$ cat config.mk
export PLATFORM = sky130hd
export DESIGN_NAME = open_addressing_hash_insert
export DESIGN_NICKNAME = d
export VERILOG_FILES = /design/src/rtl/oah_pkg.sv /design/src/rtl/oah_mod_add.sv /design/src/rtl/open_addressing_hash_insert.sv
export SDC_FILE = /design/constraint.sdc
export NUM_CORES = 1
export LEC_CHECK = 0
export BUFFER_PORTS_ARGS = -buffer_cell sky130_fd_sc_hd__buf_2
export CAP_MARGIN = 5
export CELL_PAD_IN_SITES_DETAIL_PLACEMENT = 1
export CELL_PAD_IN_SITES_GLOBAL_PLACEMENT = 1
export CORE_ASPECT_RATIO = 2
export CORE_UTILIZATION = 50
export CTS_CLUSTER_DIAMETER = 60
export CTS_CLUSTER_SIZE = 8
export DETAILED_ROUTE_END_ITERATION = 6
export PLACE_DENSITY = 0.74
export SLEW_MARGIN = 20
export SYNTH_ARGS = -nofsm -noshare
export SYNTH_HDL_FRONTEND = slang
export SYNTH_SLANG_ARGS = --single-unit
$ cat constraint.sdc
create_clock -name aclk -period 7.6 [get_ports aclk]
set_input_delay 1.52 -clock aclk [delete_from_list [all_inputs] [get_ports aclk]]
set_output_delay 1.52 -clock aclk [all_outputs]
set_load 0.1 [all_outputs]
$ cat src/rtl/oah_pkg.sv
`default_nettype none
package oah_pkg;

    localparam int TABLE_SLOTS  = 13;
    localparam int KEY_BITS     = 16;
    localparam int SLOT_BITS    = $clog2(TABLE_SLOTS);
    localparam int SUM_BITS     = SLOT_BITS + 1;
    localparam int IDX_BITS     = 4;
    localparam int CNT_BITS     = 4;

    // key / TABLE_SLOTS as (key * HASH_RECIP) >> HASH_SHIFT, exact for every key
    localparam int HASH_RECIP   = 80660;
    localparam int HASH_SHIFT   = 20;
    localparam int PROD_BITS    = KEY_BITS + 17;

    typedef enum logic [1:0] {
        CMD_INSERT = 2'd0,
        CMD_CLEAR  = 2'd1,
        CMD_READ   = 2'd2
    } cmd_t;

    typedef enum logic [1:0] {
        STAT_INSERTED = 2'd0,
        STAT_FULL     = 2'd1,
        STAT_ZERO_KEY = 2'd2,
        STAT_DONE     = 2'd3
    } status_t;

endpackage
`default_nettype wire

$ cat src/rtl/oah_mod_add.sv
`default_nettype none
// (a + b) mod TABLE_SLOTS for a + b < 2 * TABLE_SLOTS
module oah_mod_add
    import oah_pkg::*;
(
    input  wire logic [SUM_BITS-1:0]  a_in,
    input  wire logic [SUM_BITS-1:0]  b_in,
    output logic      [SLOT_BITS-1:0] sum_mod
);

    logic [SUM_BITS:0] sum;
    logic [SUM_BITS:0] diff;

    assign sum  = {1'b0, a_in} + {1'b0, b_in};
    assign diff = sum - (SUM_BITS+1)'(TABLE_SLOTS);

    always_comb begin
        if (sum >= (SUM_BITS+1)'(TABLE_SLOTS)) begin
            sum_mod = diff[SLOT_BITS-1:0];
        end else begin
            sum_mod = sum[SLOT_BITS-1:0];
        end
    end

endmodule
`default_nettype wire

$ cat src/rtl/open_addressing_hash_insert.sv
// Accept to result: insert runs the hash, then a table read and a check per slot probed;
// read runs one table read and check; clear, zero key and unused command go straight out.
// One word at a time: the hash does a reciprocal multiply step and then a remainder step,
// then each probe does a table read step and a check step on the shared modular adder.
// Next word is taken once the result is in the output register.
// Reset (aresetn low, synchronous) empties the table at once through per-slot valid bits.
`default_nettype none
module open_addressing_hash_insert
    import oah_pkg::*;
(
    input  wire logic                 aclk,
    input  wire logic                 aresetn,

    input  wire logic                 cfg_wr_en,
    input  wire logic                 cfg_wr_data,

    input  wire logic                 s_valid,
    output logic                      s_ready,
    input  wire logic [1:0]           s_cmd,
    input  wire logic [KEY_BITS-1:0]  s_key_value,
    input  wire logic [IDX_BITS-1:0]  s_slot_index,

    output logic                      m_valid,
    input  wire logic                 m_ready,
    output logic [1:0]                m_status,
    output logic [IDX_BITS-1:0]       m_placed_slot,
    output logic [CNT_BITS-1:0]       m_probe_count,
    output logic [KEY_BITS-1:0]       m_read_data
);

    typedef enum logic [2:0] {
        ST_IDLE,
        ST_HASH,
        ST_HOME,
        ST_PROBE,
        ST_CHECK,
        ST_OUT
    } state_t;

    state_t                  state_reg, state_next;
    cmd_t                    cmd_reg, cmd_next;
    logic [KEY_BITS-1:0]     key_reg, key_next;
    logic [IDX_BITS-1:0]     idx_reg, idx_next;
    logic                    in_range_reg, in_range_next;
    logic [SLOT_BITS-1:0]    pos_reg, pos_next;
    logic [SLOT_BITS-1:0]    a_reg, a_next;
    logic [SLOT_BITS-1:0]    d_reg, d_next;
    logic [SLOT_BITS-1:0]    quot_reg, quot_next;
    logic [TABLE_SLOTS-1:0]  valid_reg, valid_next;
    logic                    mode_reg, mode_next;

    status_t                 res_status_reg, res_status_next;
    logic [IDX_BITS-1:0]     res_slot_reg, res_slot_next;
    logic [CNT_BITS-1:0]     res_count_reg, res_count_next;
    logic [KEY_BITS-1:0]     res_data_reg, res_data_next;

    logic                    m_valid_reg, m_valid_next;
    status_t                 m_status_reg, m_status_next;
    logic [IDX_BITS-1:0]     m_slot_reg, m_slot_next;
    logic [CNT_BITS-1:0]     m_count_reg, m_count_next;
    logic [KEY_BITS-1:0]     m_data_reg, m_data_next;

    // table memory, one port
    logic [KEY_BITS-1:0]     mem [TABLE_SLOTS];
    logic [KEY_BITS-1:0]     rdata_reg;
    logic                    vq_reg;
    logic                    mem_we;

    logic [SUM_BITS-1:0]     ua;
    logic [SUM_BITS-1:0]     ub;
    logic [SLOT_BITS-1:0]    unit_out;

    logic [PROD_BITS-1:0]    hash_prod;
    logic [2*SLOT_BITS-1:0]  quot_x13;

    oah_mod_add u_mod_add (
        .a_in    (ua),
        .b_in    (ub),
        .sum_mod (unit_out)
    );

    // key mod 13: quotient by reciprocal multiply, then key - 13q on the low bits only
    assign hash_prod = PROD_BITS'(key_reg) * PROD_BITS'(HASH_RECIP);
    assign quot_x13  = (2*SLOT_BITS)'(quot_reg) * (2*SLOT_BITS)'(TABLE_SLOTS);

    always_comb begin
        case (state_reg)
            ST_PROBE: begin
                ua = SUM_BITS'(d_reg);
                ub = SUM_BITS'(2);
            end
            default: begin
                ua = SUM_BITS'(pos_reg);
                ub = SUM_BITS'(d_reg);
            end
        endcase
    end

    assign mem_we  = (state_reg == ST_CHECK) && (cmd_reg == CMD_INSERT) && !vq_reg;
    assign s_ready = (state_reg == ST_IDLE);

    always_comb begin
        state_next      = state_reg;
        cmd_next        = cmd_reg;
        key_next        = key_reg;
        idx_next        = idx_reg;
        in_range_next   = in_range_reg;
        pos_next        = pos_reg;
        a_next          = a_reg;
        d_next          = d_reg;
        quot_next       = quot_reg;
        valid_next      = valid_reg;
        mode_next       = cfg_wr_en ? cfg_wr_data : mode_reg;
        res_status_next = res_status_reg;
        res_slot_next   = res_slot_reg;
        res_count_next  = res_count_reg;
        res_data_next   = res_data_reg;
        m_valid_next    = m_valid_reg && !m_ready;
        m_status_next   = m_status_reg;
        m_slot_next     = m_slot_reg;
        m_count_next    = m_count_reg;
        m_data_next     = m_data_reg;

        case (state_reg)
            ST_IDLE: begin
                if (s_valid) begin
                    cmd_next        = cmd_t'(s_cmd);
                    res_status_next = STAT_DONE;
                    res_slot_next   = '0;
                    res_count_next  = '0;
                    res_data_next   = '0;
                    case (cmd_t'(s_cmd))
                        CMD_INSERT: begin
                            key_next = s_key_value;
                            if (s_key_value == '0) begin
                                res_status_next = STAT_ZERO_KEY;
                                state_next      = ST_OUT;
                            end else begin
                                state_next = ST_HASH;
                            end
                        end
                        CMD_CLEAR: begin
                            valid_next = '0;
                            state_next = ST_OUT;
                        end
                        CMD_READ: begin
                            idx_next      = s_slot_index;
                            in_range_next = (s_slot_index < TABLE_SLOTS);
                            pos_next      = (s_slot_index < TABLE_SLOTS) ?
                                            SLOT_BITS'(s_slot_index) : '0;
                            state_next    = ST_PROBE;
                        end
                        default: begin
                            state_next = ST_OUT;
                        end
                    endcase
                end
            end
            ST_HASH: begin
                quot_next  = hash_prod[HASH_SHIFT+SLOT_BITS-1:HASH_SHIFT];
                state_next = ST_HOME;
            end
            ST_HOME: begin
                pos_next   = key_reg[SLOT_BITS-1:0] - quot_x13[SLOT_BITS-1:0];
                a_next     = '0;
                d_next     = SLOT_BITS'(1);
                state_next = ST_PROBE;
            end
            ST_PROBE: begin
                // quadratic: step to next offset grows by 2a+1
                if (cmd_reg == CMD_INSERT && a_reg != '0 && mode_reg) begin
                    d_next = unit_out;
                end
                state_next = ST_CHECK;
            end
            ST_CHECK: begin
                if (cmd_reg == CMD_READ) begin
                    res_status_next = STAT_DONE;
                    res_slot_next   = idx_reg;
                    res_count_next  = '0;
                    res_data_next   = (in_range_reg && vq_reg) ? rdata_reg : '0;
                    state_next      = ST_OUT;
                end else if (!vq_reg) begin
                    valid_next[pos_reg] = 1'b1;
                    res_status_next     = STAT_INSERTED;
                    res_slot_next       = IDX_BITS'(pos_reg);
                    res_count_next      = CNT_BITS'(a_reg);
                    res_data_next       = '0;
                    state_next          = ST_OUT;
                end else if (a_reg == SLOT_BITS'(TABLE_SLOTS - 1)) begin
                    res_status_next = STAT_FULL;
                    res_slot_next   = '0;
                    res_count_next  = CNT_BITS'(TABLE_SLOTS - 1);
                    res_data_next   = '0;
                    state_next      = ST_OUT;
                end else begin
                    a_next     = a_reg + 1'b1;
                    pos_next   = unit_out;
                    state_next = ST_PROBE;
                end
            end
            ST_OUT: begin
                if (!m_valid_reg || m_ready) begin
                    m_valid_next  = 1'b1;
                    m_status_next = res_status_reg;
                    m_slot_next   = res_slot_reg;
                    m_count_next  = res_count_reg;
                    m_data_next   = res_data_reg;
                    state_next    = ST_IDLE;
                end
            end
            default: begin
                state_next = ST_IDLE;
            end
        endcase
    end

    always_ff @(posedge aclk) begin
        if (!aresetn) begin
            state_reg   <= ST_IDLE;
            valid_reg   <= '0;
            mode_reg    <= 1'b0;
            m_valid_reg <= 1'b0;
        end else begin
            state_reg   <= state_next;
            valid_reg   <= valid_next;
            mode_reg    <= mode_next;
            m_valid_reg <= m_valid_next;
        end
        cmd_reg        <= cmd_next;
        key_reg        <= key_next;
        idx_reg        <= idx_next;
        in_range_reg   <= in_range_next;
        pos_reg        <= pos_next;
        a_reg          <= a_next;
        d_reg          <= d_next;
        quot_reg       <= quot_next;
        res_status_reg <= res_status_next;
        res_slot_reg   <= res_slot_next;
        res_count_reg  <= res_count_next;
        res_data_reg   <= res_data_next;
        m_status_reg   <= m_status_next;
        m_slot_reg     <= m_slot_next;
        m_count_reg    <= m_count_next;
        m_data_reg     <= m_data_next;
    end

    always_ff @(posedge aclk) begin
        if (mem_we) begin
            mem[pos_reg] <= key_reg;
        end
        rdata_reg <= mem[pos_reg];
        vq_reg    <= valid_reg[pos_reg];
    end

    assign m_valid       = m_valid_reg;
    assign m_status      = m_status_reg;
    assign m_placed_slot = m_slot_reg;
    assign m_probe_count = m_count_reg;
    assign m_read_data   = m_data_reg;

    a_busy_after_accept: assert property (@(posedge aclk) disable iff (!aresetn)
        (s_valid && s_ready) |=> !s_ready)
        else $error("block took a word while busy");

    a_probe_in_table: assert property (@(posedge aclk) disable iff (!aresetn)
        (state_reg == ST_PROBE && cmd_reg == CMD_INSERT) |-> (pos_reg < TABLE_SLOTS))
        else $error("probe slot outside table");

    a_write_empty_slot: assert property (@(posedge aclk) disable iff (!aresetn)
        mem_we |-> !valid_reg[pos_reg])
        else $error("insert overwrote an occupied slot");

    a_full_count: assert property (@(posedge aclk) disable iff (!aresetn)
        (m_valid_reg && m_status_reg == STAT_FULL) |->
            (m_count_reg == CNT_BITS'(TABLE_SLOTS - 1)))
        else $error("table full reported with short probe count");

endmodule
`default_nettype wire

# Word level (Yosys, flattened, before mapping)
# Memories as Yosys holds them, arrays and structs flattened. A register that Yosys moved wholly into a read port is not among the register bits.
# Index checks and enable logic that the tools add are counted.
[totals] ff_bits=110 latch_bits=0 mem_bits_rw=208 rom_bits=0 output_inout_bits=28 n_memories=1
[classes] add_sub_neg=4 mul=2 n_div=0 order_cmp=4 n_eq_ne=19 n_shift=0 mux=59 bitwise_logic=1 n_reduce_logical=30
[memory_table] name="mem" words=13 width=16 read_ports=1 rd_clocked_by_memory_dff=1 write_ports=1 line="open_addressing_hash_insert.sv:64" source="logic [KEY_BITS-1:0] mem [TABLE_SLOTS];"
[ops] operator="2-to-1 mux 16 bit" n=5
[ops] operator="2-to-1 mux 4 bit" n=20
[ops] operator="2-to-1 mux 13 bit" n=4
[ops] operator="case mux 16 bit (2 select lines)" n=1
[ops] operator="case mux 4 bit (2 select lines)" n=4
[ops] operator="case mux 13 bit (2 select lines)" n=1
[ops] operator="multiplier 16 x 15 -> 22 bit, second input constant" n=1
[ops] operator="2-to-1 mux 3 bit" n=6
[ops] operator="case mux 3 bit (6 select lines)" n=1
[ops] operator="zero test 16 bit" n=1
[ops] operator="inequality test 2 bit, second input constant" n=7
[ops] operator="bitwise OR 13 bit" n=1
[ops] operator="case mux 4 bit (3 select lines)" n=1
[ops] operator="AND reduction 3 bit" n=3
[ops] operator="2-to-1 mux 1 bit" n=8
[ops] operator="2-to-1 mux 2 bit" n=4
[ops] operator="AND reduction 2 bit" n=4
[ops] operator="logical AND 1 bit" n=7
[ops] operator="== test 3 x 2 -> 1 bit, second input constant" n=2
[ops] operator="== test 3 bit, second input constant" n=2
[ops] operator="case mux 3 bit (2 select lines)" n=1
[ops] operator="AND reduction 6 bit" n=1
[ops] operator="nonzero test 2 bit" n=3
[ops] operator="adder 4 x 4 -> 5 bit" n=1
[ops] operator="25 further kinds" n=30

# Longest topological paths before layout
# Gate-level depths: netlist (run 1).
[logic_depth] ltp_word=9 ltp_mapped=17 depth_no_buf=17

# Hierarchy
# Synthesis (run 1) repeated with hierarchy kept, for this count alone.
[hier_totals] cells_unflattened=1004 hier_area_um2=16012.9
[modules_own_cells] module="open_addressing_hash_insert" n_inst=1 cells_per_inst=974 area_per_inst_um2=15722.6 seq_area_each_um2=9679.3
[modules_own_cells] module="oah_mod_add" n_inst=1 cells_per_inst=30 area_per_inst_um2=290.3 seq_area_each_um2=0.0

# Worst setup path after synthesis (run 1)
# Ideal clock, no wire load.
[synth_timing] kind="register to register" start="register key_reg[4]" end="register quot_reg[3] (data pin)" setup_ns=0.254 arrival_ns=4.922 t_required_ns=7.346 path_slack_ns=2.424 path_stages_with_launch=18 n_path_buf=0 path_cell_list="edfxtp_1 > fa_1 > inv_1 > fa_1 > inv_1 > fa_1 > fa_1 > inv_1 > fa_1 > fa_1 > inv_1 > ha_1 > a21o_1 > a211oi_1 > a22oi_1 > o211ai_1 > and3_1 > nor2_1"
[synth_between] elab_chain_len=1
[synth_rtl] element="from (decl)" line="open_addressing_hash_insert.sv:42" source="logic [KEY_BITS-1:0] key_reg, key_next;"
[synth_rtl] element="from (signal assigned)" line="open_addressing_hash_insert.sv:231" source="key_reg <= key_next;"
[synth_rtl] element="multiplier 16 x 15 -> 22 bit" line="open_addressing_hash_insert.sv:83" source="assign hash_prod = PROD_BITS'(key_reg) * PROD_BITS'(HASH_RECIP);"
[synth_rtl] element="net hash_prod[23]" line="open_addressing_hash_insert.sv:73" source="logic [PROD_BITS-1:0] hash_prod;"
[synth_rtl] element="to (signal assigned)" line="open_addressing_hash_insert.sv:237" source="quot_reg <= quot_next;"
[synth_rtl] element="to (decl)" line="open_addressing_hash_insert.sv:48" source="logic [SLOT_BITS-1:0] quot_reg, quot_next;"
# The timed path passes the listed nets, and every way through them passes these cells.
# A chain may end at the register's enable or synchronous reset.

# Worst setup path in the final report (run 1)
[layout_timing] start="register key_reg[5]" end="register quot_reg[3] (data pin)"
# The elaborated chain is that of the path after synthesis.

==> results of run 1 <==
[worst register-to-register path, cell delays in order (launching register included)]
cell	delay [ns]
edfxtp_1	0.87
fa_1	0.31
inv_1	0.06
fa_1	0.53
inv_1	0.05
fa_1	0.50
fa_1	0.55
inv_1	0.06
fa_1	0.51
fa_1	0.54
inv_1	0.04
ha_1	0.32
a21o_1	0.22
a21oi_1	0.23
a22oi_1	0.16
o211ai_1	0.23
and3_1	0.18
nor2_1	0.04
[through the flow]
step | hold WS (ns) | worst slack (ns)
6_report | 0.416 | 1.95
5_1_grt | 0.426 | 1.65
3_5_place_dp | 0.405 | 1.90
4_1_cts | 0.419 | 1.90
3_3_place_gp | 0.401 | 2.06
2_1_floorplan | 0.400 | 2.42
[synthesized netlist by cell type (4+ instances only)]
cell type / instances / area (µm²)
and2_1: 23 / 144
a31oi_1: 6 / 37.5
nor3b_1: 4 / 30.0
dfxtp_1: 35 / 701
fa_1: 57 / 1140
xor2_1: 7 / 61.3
edfxtp_1: 299 / 8980
a21oi_1: 25 / 125
nand2b_1: 6 / 37.5
and3_1: 5 / 31.3
nor2_1: 55 / 206
buf_4: 5 / 37.5
o21ai_0: 9 / 45.0
mux4_2: 68 / 1530
buf_2: 7 / 35.0
ha_1: 99 / 1240
a21o_1: 8 / 60.1
mux2i_1: 4 / 40.0
inv_1: 123 / 462
clkbuf_1: 14 / 52.6
xnor2_1: 22 / 193
nand2_1: 29 / 109
nor3_1: 12 / 60.1
nand3_1: 9 / 45.0
nor4_1: 6 / 37.5
nor2b_1: 6 / 37.5
[area by class of cell]
class	instances	area, µm²	share of cell area
clock buffer	76	1280	0.0709
clock inverter	4	58.8	0.00325
inverter	123	462	0.0255
multi-input combinational	505	5650	0.312
sequential	334	9680	0.534
tap	423	529	0.0292
timing repair buffer	79	455	0.0251
[per-layer routing]
metal  global-route usage  routed length [µm]  up-vias
li1                     -                   -     3851
met1                0.245               12500     4477
met2                0.454               21000      220
met3               0.0350                1370       87
met4                0.131                2000        0
met5                    0                   0        -
[power by group]
group          internal (mW)  total [mW]  switching [mW]
clock                   1.15        1.92           0.769
combinational          0.816        1.92            1.10
sequential              2.18        2.27          0.0880
[how the worst min path moves through the flow]
stage                                      end  cells past startpoint  slack [ns]
finish               m_read_data[10]$_DFFE_PP_                      0        0.42
global route        m_placed_slot[3]$_DFFE_PP_                      0        0.43
CTS                 m_placed_slot[3]$_DFFE_PP_                      0        0.42
detailed placement       m_status[0]$_DFFE_PP_                      0        0.41
global placement         m_status[1]$_DFFE_PP_                      0        0.40
floorplan           m_placed_slot[0]$_DFFE_PP_                      0        0.40
[logic make-up after synthesis]
kind of cell / share of synthesized area
xor gates and xnor gates: 0.0159
adders and majority gates: 0.149
and+or+nand+nor: 0.0586
DFF: 0.608
AOI/OAI and AO/OA: 0.0303
muxes: 0.0986
buffers and inverters: 0.0397
==> reports/results.ini, run 1 <==
[run_status]
status = finished, final reports clean

[setup_path]
crit_arrival_ns = 5.96
crit_path_max_fanout = 21
r2r_cells = 17
crit_path_top_delay_cell = edfxtp_1
cp_common_cell = fa_1
crit_path_cell_trace = fa_1 > inv_1 > fa_1 > inv_1 > fa_1 > fa_1 > inv_1 > fa_1 > fa_1 > inv_1 > ha_1 > a21o_1 > a21oi_1 > a22oi_1 > o211ai_1 > and3_1 > nor2_1
crit_required_ns = 7.91
worst-path-buf-inv = 4
cp-startpoint = key_reg[5]$_DFFE_PP_
r2r_start = key_reg[5]$_DFFE_PP_
critPathKind = flip-flop to flip-flop
start_kind = flip-flop
rrSetupSlack_ns = 1.95
crit_cells = 17
r2r-end = quot_reg[3]$_DFFE_PP_
cp-end-kind = flip-flop
endpoint = quot_reg[3]$_DFFE_PP_
critPathMaxStageDelay_ns = 0.87
critPathTopFamily = adder cells

[clock_network]
clk_root_buffer_cell = clkbuf_16
insertion_delay_ns = 0.57
cts.htree.levels = 2
clock_sinks = 334
cts_tree = built
clkTransAtPathRegs_ns = 0.05
cts_hold_buffers = 0
cts_buffer_depth = 3
post-cts-setup-buffers = 0
cts_resized = 0
cts_buffers = 47

[synthesis]
syn-num-nets = 1178
ys.flop_type = edfxtp_1
postSynthCellCount = 994
async_flop_share = 0
syn-mean-instance-area_um2 = 16.0
synth_cell_type_count = 55
seq_area_frac_synth = 0.608
synth_edf_count = 299
syn_area_mm2 = 0.0159
synth-seq-cells = 334
synth-warning-count = 0

[placement]
dp_cells = 1464
hpwl_um = 25700
gp_congestion = 0.771
placed_cell_area_mm2 = 0.0168
portBuffers = 55

[layout]
stdcell_area_mm2 = 0.0181
layout_commonest_cell = edfxtp_1
diodes = 0
area_growth_pct = 13.7
fin_cells = 1544
post-route-util = 0.576
largest_reg_flops = 208
top_register = mem
fillers = 2932
fin_nets = 1274
drive_above_1_share = 0.188
final_cell_mix = edfxtp_1, inv_1, ha_1

[grt]
grt_max_degree = 65
grt_pass1_wl_um = 55600
antenna_found_initial = 0
overflow = 0
grt_pass1_vias = 9475
grt.total_usage = 0.238

[sta]
min_period_over_period = 0.743
finClkSkew_ns = 0.0262
slew_violations = 0
setup_tns_ns = 0
fin_crit_ns = 5.65
hold_violations = 0
worstMarginPinSlew_ns = 1.13
max_slew_margin = 0.236
setup_viol = 0
max_freq_ghz = 0.177
rsz0062_at_grt = no

[power]
p_leak_nw = 6.84
total_power_mw = 6.10
power_density_mw_per_mm2 = 337
vdd_drop_max_mv = 0.318

[die]
die_y_um = 254
die_w_um = 128
start_util = 0.507
ioPinCount = 56
num_rows = 92
die-area_mm2 = 0.0326
coreArea_mm2 = 0.0314

[run]
drv_cap = 0

[min_path]
hp-class = flip-flop to flip-flop
min_from = res_data_reg[10]$_SDFFCE_PN0P_

[drt]
wl_per_cell_um = 23.9
vias = 8635
drt_first_pass_iters = 5
first_iter_violations = 507
drc = 0
ant_nets = 0
vias_per_cell = 5.59
totalWireLength_um = 36900

Note: power is estimated with default switching activity, not from simulation.
==> run 2: changes to the inputs <==
--- a/config.mk
+++ b/config.mk
@@ -10,7 +10,7 @@
 export CELL_PAD_IN_SITES_DETAIL_PLACEMENT = 1
 export CELL_PAD_IN_SITES_GLOBAL_PLACEMENT = 1
 export CORE_ASPECT_RATIO = 2
-export CORE_UTILIZATION = 50
+export CORE_UTILIZATION = 48
 export CTS_CLUSTER_DIAMETER = 60
 export CTS_CLUSTER_SIZE = 8
 export DETAILED_ROUTE_END_ITERATION = 6
==> constraint.sdc (replaced) <==
create_clock -name aclk -period 5.16 [get_ports aclk]
set_input_delay 1.032 -clock aclk [delete_from_list [all_inputs] [get_ports aclk]]
set_output_delay 1.032 -clock aclk [all_outputs]
set_load 0.1 [all_outputs]
==> reports/results.ini, run 2 (synthesis results as in run 1) <==
[setup_path]
crit_required_ns = 5.46  ; -2.45 ns
cp-end-kind = flip-flop
critPathKind = flip-flop to flip-flop
crit_path_max_fanout = 3  ; -86%
start_kind = flip-flop
crit_arrival_ns = 5.44  ; -0.52 ns

[layout]
largest_reg_flops = 208  ; unchanged
stdcell_area_mm2 = 0.0186  ; +2.4%
final_cell_mix = edfxtp_1, inv_1, ha_1
top_register = mem
fin_cells = 1589  ; +2.9%
diodes = 0  ; unchanged
layout_commonest_cell = edfxtp_1
area_growth_pct = 16.5
fin_nets = 1309  ; +2.7%
drive_above_1_share = 0.234  ; +0.0460

[min_path]
hp-class = flip-flop to flip-flop

[die]
start_util = 0.486  ; -0.0215
die-area_mm2 = 0.0340  ; +4.1%
die_w_um = 131  ; +2.0%
coreArea_mm2 = 0.0328  ; +4.4%
ioPinCount = 56  ; unchanged
num_rows = 94  ; +2.2%
die_y_um = 260  ; +2.0%

[drt]
drc = 0  ; unchanged
vias = 8875  ; +2.8%
totalWireLength_um = 37800  ; +2.6%
first_iter_violations = 484  ; -4.5%
ant_nets = 0  ; unchanged
wl_per_cell_um = 23.8  ; -0.26%
drt_first_pass_iters = 5  ; unchanged
vias_per_cell = 5.59  ; -0.13%

[clock_network]
cts_buffer_depth = 3  ; unchanged
cts_hold_buffers = 0  ; unchanged
cts_tree = built
cts.htree.levels = 2  ; unchanged
insertion_delay_ns = 0.56  ; about the same
clkTransAtPathRegs_ns = 0.05  ; about the same
clk_root_buffer_cell = clkbuf_16
cts_buffers = 47  ; unchanged
clock_sinks = 334  ; unchanged

[sta]
hold_violations = 0  ; unchanged
rsz0062_at_grt = yes
fin_crit_ns = 5.14  ; -0.508 ns
min_period_over_period = 0.996  ; +0.253
finClkSkew_ns = 0.0182  ; -0.00802 ns
max_freq_ghz = 0.195  ; +9.9%
max_slew_margin = 0.191  ; -0.0457
slew_violations = 0  ; unchanged
worstMarginPinSlew_ns = 1.20  ; +0.0679 ns
setup_viol = 0  ; unchanged

[power]
power_density_mw_per_mm2 = 502  ; +49%
p_leak_nw = 7.02  ; +2.6%
total_power_mw = 9.32  ; +53%
vdd_drop_max_mv = 0.345  ; +8.3%

[run_status]
status = finished, final reports clean

[grt]
grt_max_degree = 34  ; -48%
grt_pass1_wl_um = 58200  ; +4.6%
grt_pass1_vias = 10100  ; +6.9%
overflow = 0  ; unchanged
antenna_found_initial = 0  ; unchanged
grt.total_usage = 0.238  ; -0.000270

[placement]
placed_cell_area_mm2 = 0.0170  ; +1.4%
dp_cells = 1502  ; +2.6%
portBuffers = 55  ; unchanged
gp_congestion = 0.903  ; +17%
hpwl_um = 26500  ; +2.9%

[run]
drv_cap = 0  ; unchanged

==> run 2: cell count changes in the layout (fill, tap and decap cells not counted), moves of 5 or more <==
cell / before / now
buf_4: 24 / 54
ha_1: 99 / 92
ha_4: 0 / 6
inv_1: 123 / 117
inv_2: 0 / 6
buf_6: 0 / 5
==> run 2: final timing paths <==
check                                                     from                        end  slack (ns)  cells past startpoint
worst min-delay path            res_data_reg[13]$_SDFFCE_PN0P_  m_read_data[13]$_DFFE_PP_        0.42                      0
worst max-delay path                      key_reg[5]$_DFFE_PP_      quot_reg[3]$_DFFE_PP_        0.02                     17
worst min register to register  res_data_reg[13]$_SDFFCE_PN0P_  m_read_data[13]$_DFFE_PP_        0.42                      0
worst max register to register            key_reg[5]$_DFFE_PP_      quot_reg[3]$_DFFE_PP_        0.02                     17
==> run 2: through the flow <==
step | worst slack (ns) | TNS [ns] | hold slack [ns] | utilization
2_1_floorplan | 0.0386 | 0 | 0.400 | -
3_3_place_gp | 0.0664 | 0 | 0.402 | 0.518
3_5_place_dp | -0.157 | -0.320 | 0.406 | 0.518
4_1_cts | 0.0111 | 0 | 0.419 | 0.562
5_1_grt | -0.121 | -0.199 | 0.422 | 0.565
6_report | 0.0219 | 0 | 0.416 | 0.565
==> run 2: timing repair <==
action                                  CTS  global route
buffers inserted                          5             1
pin swaps                                13            22
endpoints found under the setup margin    4             3
gates resized for setup                   8            23
==> run 2: worst max-delay path, stage by stage (launching register included) <==
cell	delay [ns]
edfxtp_1	0.44
buf_6	0.16
buf_4	0.13
fa_1	0.55
ha_4	0.21
fa_1	0.50
fa_1	0.51
inv_1	0.05
fa_1	0.47
fa_1	0.51
inv_2	0.05
ha_4	0.24
a21o_1	0.24
a211oi_2	0.25
a22oi_2	0.10
o211ai_1	0.21
and3_1	0.21
nor2_1	0.05
==> run 2: cell type report <==
cell class	instances	area (µm²)
well taps	432	541
clock inverters	3	70.1
clock buffers	78	1290
multi-input cells	505	5770
inverters	123	462
fillers	3049	14300
repair buffers	114	737
flip-flops and latches	334	9680
==> run 2: per-layer routing <==
layer,track usage,wire (µm)
met3,0.0284,1240
met5,0,0
met4,0.114,2010
met1,0.245,13000
met2,0.460,21600
==> run 2: report_power, final <==
part / internal, mW / total (mW) / switching (mW)
clock: 1.71 / 2.84 / 1.13
combinational: 1.36 / 3.18 / 1.82
sequential: 3.21 / 3.30 / 0.0904
total: 6.28 / 9.32 / 3.05
